$ cat config.mk
export PLATFORM = sky130hd
export DESIGN_NAME = rmh_front
export DESIGN_NICKNAME = d
export VERILOG_FILES = /design/src/rtl/rmh_pkg.sv /design/src/rtl/rmh_front.sv
export SDC_FILE = /design/constraint.sdc
export NUM_CORES = 1
export LEC_CHECK = 0
export BUFFER_PORTS_ARGS = -buffer_cell sky130_fd_sc_hd__buf_2
export CAP_MARGIN = 20
export CORE_MARGIN = 8
export CORE_UTILIZATION = 46
export DETAILED_ROUTE_END_ITERATION = 6
export PLACE_DENSITY = 0.79
export RECOVER_POWER = 50
export SLEW_MARGIN = 10
export SYNTH_ARGS = -nofsm -noshare
export SYNTH_HDL_FRONTEND = slang
export SYNTH_SLANG_ARGS = --single-unit
$ cat constraint.sdc
create_clock -name aclk -period 1.73 [get_ports aclk]
set_input_delay 0 -clock aclk [delete_from_list [all_inputs] [get_ports aclk]]
set_output_delay 0 -clock aclk [all_outputs]
set_load 0.02 [all_outputs]
$ cat src/rtl/rmh_pkg.sv
// ---------------------------------------------------------------------------
// Running median package
// Sizes, request type and heap ordering helper.
// ---------------------------------------------------------------------------
package rmh_pkg;

    localparam int CAPACITY   = 16384;
    localparam int HEAP_DEPTH = CAPACITY / 2 + 2;
    localparam int ADDR_W     = $clog2(HEAP_DEPTH);
    localparam int CNT_W      = $clog2(HEAP_DEPTH + 1);
    localparam int TOT_W      = $clog2(CAPACITY + 1);
    localparam int DATA_W     = 32;
    localparam int COUNT_W    = 15;

    localparam logic HEAP_LOWER = 1'b0;
    localparam logic HEAP_UPPER = 1'b1;

    typedef struct packed {
        logic signed [DATA_W-1:0] sample;
        logic                     new_set;
    } item_t;

    // True if a ranks above b: larger for the lower (max) heap,
    // smaller for the upper (min) heap.
    function automatic logic above(input logic signed [DATA_W-1:0] a,
                                   input logic signed [DATA_W-1:0] b,
                                   input logic heap_sel);
        logic res;
        if (heap_sel == HEAP_LOWER) begin
            res = (a > b);
        end else begin
            res = (a < b);
        end
        return res;
    endfunction

endpackage

$ cat src/rtl/rmh_front.sv
// ---------------------------------------------------------------------------
// Running median front end
// Accepts requests and holds them in a two-entry queue for the back end.
// ---------------------------------------------------------------------------
module rmh_front
    import rmh_pkg::*;
(
    input  logic                     aclk,
    input  logic                     aresetn,
    input  logic                     s_valid,
    output logic                     s_ready,
    input  logic signed [DATA_W-1:0] s_sample,
    input  logic                     s_new_set,
    output logic                     q_valid,
    input  logic                     q_ready,
    output item_t                    q_item
);

    item_t       slot_reg [2];
    logic        wr_ptr_reg, wr_ptr_next;
    logic        rd_ptr_reg, rd_ptr_next;
    logic [1:0]  fill_reg, fill_next;
    logic        push, pop;

    assign s_ready = (fill_reg != 2'd2);
    assign q_valid = (fill_reg != 2'd0);
    assign q_item  = slot_reg[rd_ptr_reg];
    assign push    = s_valid && s_ready;
    assign pop     = q_valid && q_ready;

    always_comb begin
        wr_ptr_next = wr_ptr_reg ^ push;
        rd_ptr_next = rd_ptr_reg ^ pop;
        fill_next   = fill_reg + {1'b0, push} - {1'b0, pop};
    end

    always_ff @(posedge aclk) begin
        if (!aresetn) begin
            wr_ptr_reg <= 1'b0;
            rd_ptr_reg <= 1'b0;
            fill_reg   <= 2'd0;
        end else begin
            wr_ptr_reg <= wr_ptr_next;
            rd_ptr_reg <= rd_ptr_next;
            fill_reg   <= fill_next;
        end
    end

    always_ff @(posedge aclk) begin
        if (push) begin
            slot_reg[wr_ptr_reg] <= '{sample: s_sample, new_set: s_new_set};
        end
    end

endmodule

==> out/results.ini <==
[status]
outcome=completed

[yosys]
avgSynthCellArea_sq_um=20.1
synth_area_sq_mm=0.00266
synth_cells=132
synthTopCellsByArea=edfxtp_1 (75%), mux2_2 (14%), dfxtp_1 (3.8%)
ys_ff_latch=71
ys_warn_count=0
synth_fp_nets=171
ys_types=22
yosysTopAreaCell=edfxtp_1
yosys.area.top_type_share_pct=74.6
ys_seq_area_share_pct=78.4

[timing]
setup_violations=0
min_period_over_period_pct=93.4
hold_viol=0
tightest_slew_ns=0.431
drv_slew=0
skew_ns=0.00401
period_needed_ns=1.62
fin_tns_setup_ns=0
fmax_mhz=619
rsz0062_at_grt=false
slew_headroom_pct=71.3

[floorplan]
die_area_sq_mm=0.00846
ioPinCount=72
row_count=27
start_util_pct=47.9
core_sq_mm=0.00554
die_x_um=92.0
dieHeight_um=92.0

[worst_setup_path]
cp_max_fo=8
path_cells=buf_4 -> mux2_2 -> buf_2
crit_type=flop to output pin
end_kind=output pin
worstPathArrival_ns=1.62
crit_required_ns=1.73
max_stage_delay_ns=0.53
cp-start-kind=flop
cpMaxStageDelayCell=dfxtp_1

[layout]
final_cell_mix=edfxtp_1 (66), buf_2 (37), clkbuf_1 (36)
synthToLayoutAreaGrowth_pct=36.6
final_common_cell=edfxtp_1
largest_register_ffs=66
final_nets=289
drive_gt1_share_pct=35.3

[clock_network]
cts-root-buf=clkbuf_8
path_clk_slew_ns=0.07
clk_latency_ns=0.33
htree_levels=3
cts_made_buffers=9
post_cts_resized=0
clockBufferDepth=2
cts_setup_buffers=0
postCtsHoldBufs=34
clock-sinks=71
cts_tree=yes

[detailed_routing]
detail_route.first_pass.iterations=6
drt_iter0_drc=49
drt-vias-per-instance=4.72
vias=1547
totalWireLength_um=5280
drc=0
routedWlPerCell_um=16.1
drtAntennaViolNets=0

[power]
power_density_mw_per_mm2=1240
ir_worst_vdd_mv=0.765
p_leak_nw=1.31
p_total_mw=4.52

[min_path]
hold_class=input pin to flop

[job]
max-cap-violations=0

[global_route]
grt_util_all_layers_pct=13.2
grt_overflow=0
grt_start_max_net_pins=23
grt_pass1_vias=1731
grt_pass1_wl_um=8480
antenna_found_initial=1

[place]
gp_congestion=0.704
hpwl_um=3380
port_buffers=71

-- logic make-up (layout without fill, tap and decap cells) --
logic type | after synthesis | after routing | synth area share (%)
mux | 34 | 34 | 14.4
simple gates | 14 | 14 | 3.01
other cells | 0 | 1 | 0
flops | 71 | 71 | 78.4
buf+inv | 5 | 128 | 1.60
xor+xnor | 1 | 1 | 0.330
fa+ha+maj | 2 | 2 | 0.942
compound gates | 5 | 5 | 1.37
-- area by class of cell --
| type | count | area (sq um) |
|---|---|---|
| Multi-Input combinational cell | 56 | 544 |
| Clock inverter | 5 | 25.0 |
| Timing Repair Buffer | 111 | 748 |
| Clock buffer | 11 | 131 |
| Antenna cell | 1 | 2.50 |
| Fill cell | 416 | 1910 |
| Inverter | 1 | 3.75 |
| Sequential cell | 71 | 2080 |
| Tap cell | 72 | 90.1 |
-- metrics by stage --
stage / hold slack [ns] / worst slack, ns / cell area [sq um] / std cells / util (%)
after global placement: 0.189 / 0.340 / 3170 / 277 / 57.2
final: 0.0752 / 0.115 / 3630 / 328 / 65.5
after CTS: 0.0568 / 0.0864 / 3670 / 327 / 66.2
after detailed placement: 0.193 / 0.309 / 3170 / 277 / 57.2
after global routing: 0.100 / 0.0366 / 3630 / 328 / 65.5
after floorplan: 0.0989 / 0.106 / 2670 / 132 / -
-- report_power, final --
part / switching, mW / total, mW / leakage [nW] / internal (mW)
sequential: 0.0854 / 2.21 / 0.659 / 2.13
combinational: 0.698 / 1.26 / 0.570 / 0.567
clock: 0.534 / 1.04 / 0.0782 / 0.506
total: 1.32 / 4.52 / 1.31 / 3.20
-- worst max-delay path: cells and delay by family, from the launching register on --
family | cells | cell delay [ns]
mux | 1 | 0.35
flops | 1 | 0.53
buf+inv | 2 | 0.41
-- cell usage after synthesis (all sizes together) --
| cell | n |
|---|---|
| mux2 | 33 |
| a211oi | 1 |
| buf | 4 |
| nand2 | 1 |
| o21ai | 2 |
| or2 | 1 |
| a32oi | 1 |
| nand3 | 1 |
| nor2 | 2 |
| edfxtp | 66 |
| and3 | 1 |
| dfxtp | 5 |
| or2b | 1 |
| and2 | 4 |
| ha | 2 |
| inv | 1 |
| nand2b | 1 |
| mux2i | 1 |
| nor2b | 2 |
| a21bo | 1 |
| xnor2 | 1 |
-- path summary, 6_finish.rpt --
| check | start | to | slack [ns] | cells after the start |
|---|---|---|---|---|
| setup / recovery | flop | q_item[32] | 0.11 | 3 |
| hold reg to reg | wr_ptr_reg$_SDFF_PN0_ | wr_ptr_reg$_SDFF_PN0_ | 0.60 | 3 |
| hold / removal | q_ready | fill_reg[1]$_SDFF_PN0_ | 0.08 | 3 |
| setup reg to reg | fill_reg[0]$_SDFF_PN0_ | slot_reg[1][5]$_DFFE_PP_ | 0.17 | 3 |
-- routing by layer --
| metal | track usage [%] | wire, um |
|---|---|---|
| met3 | 4.48 | 304 |
| met5 | 0 | 0 |
| met1 | 13.2 | 2040 |
| met2 | 23.1 | 2820 |
| met4 | 8.46 | 119 |
(Power assumes the default switching activity.)
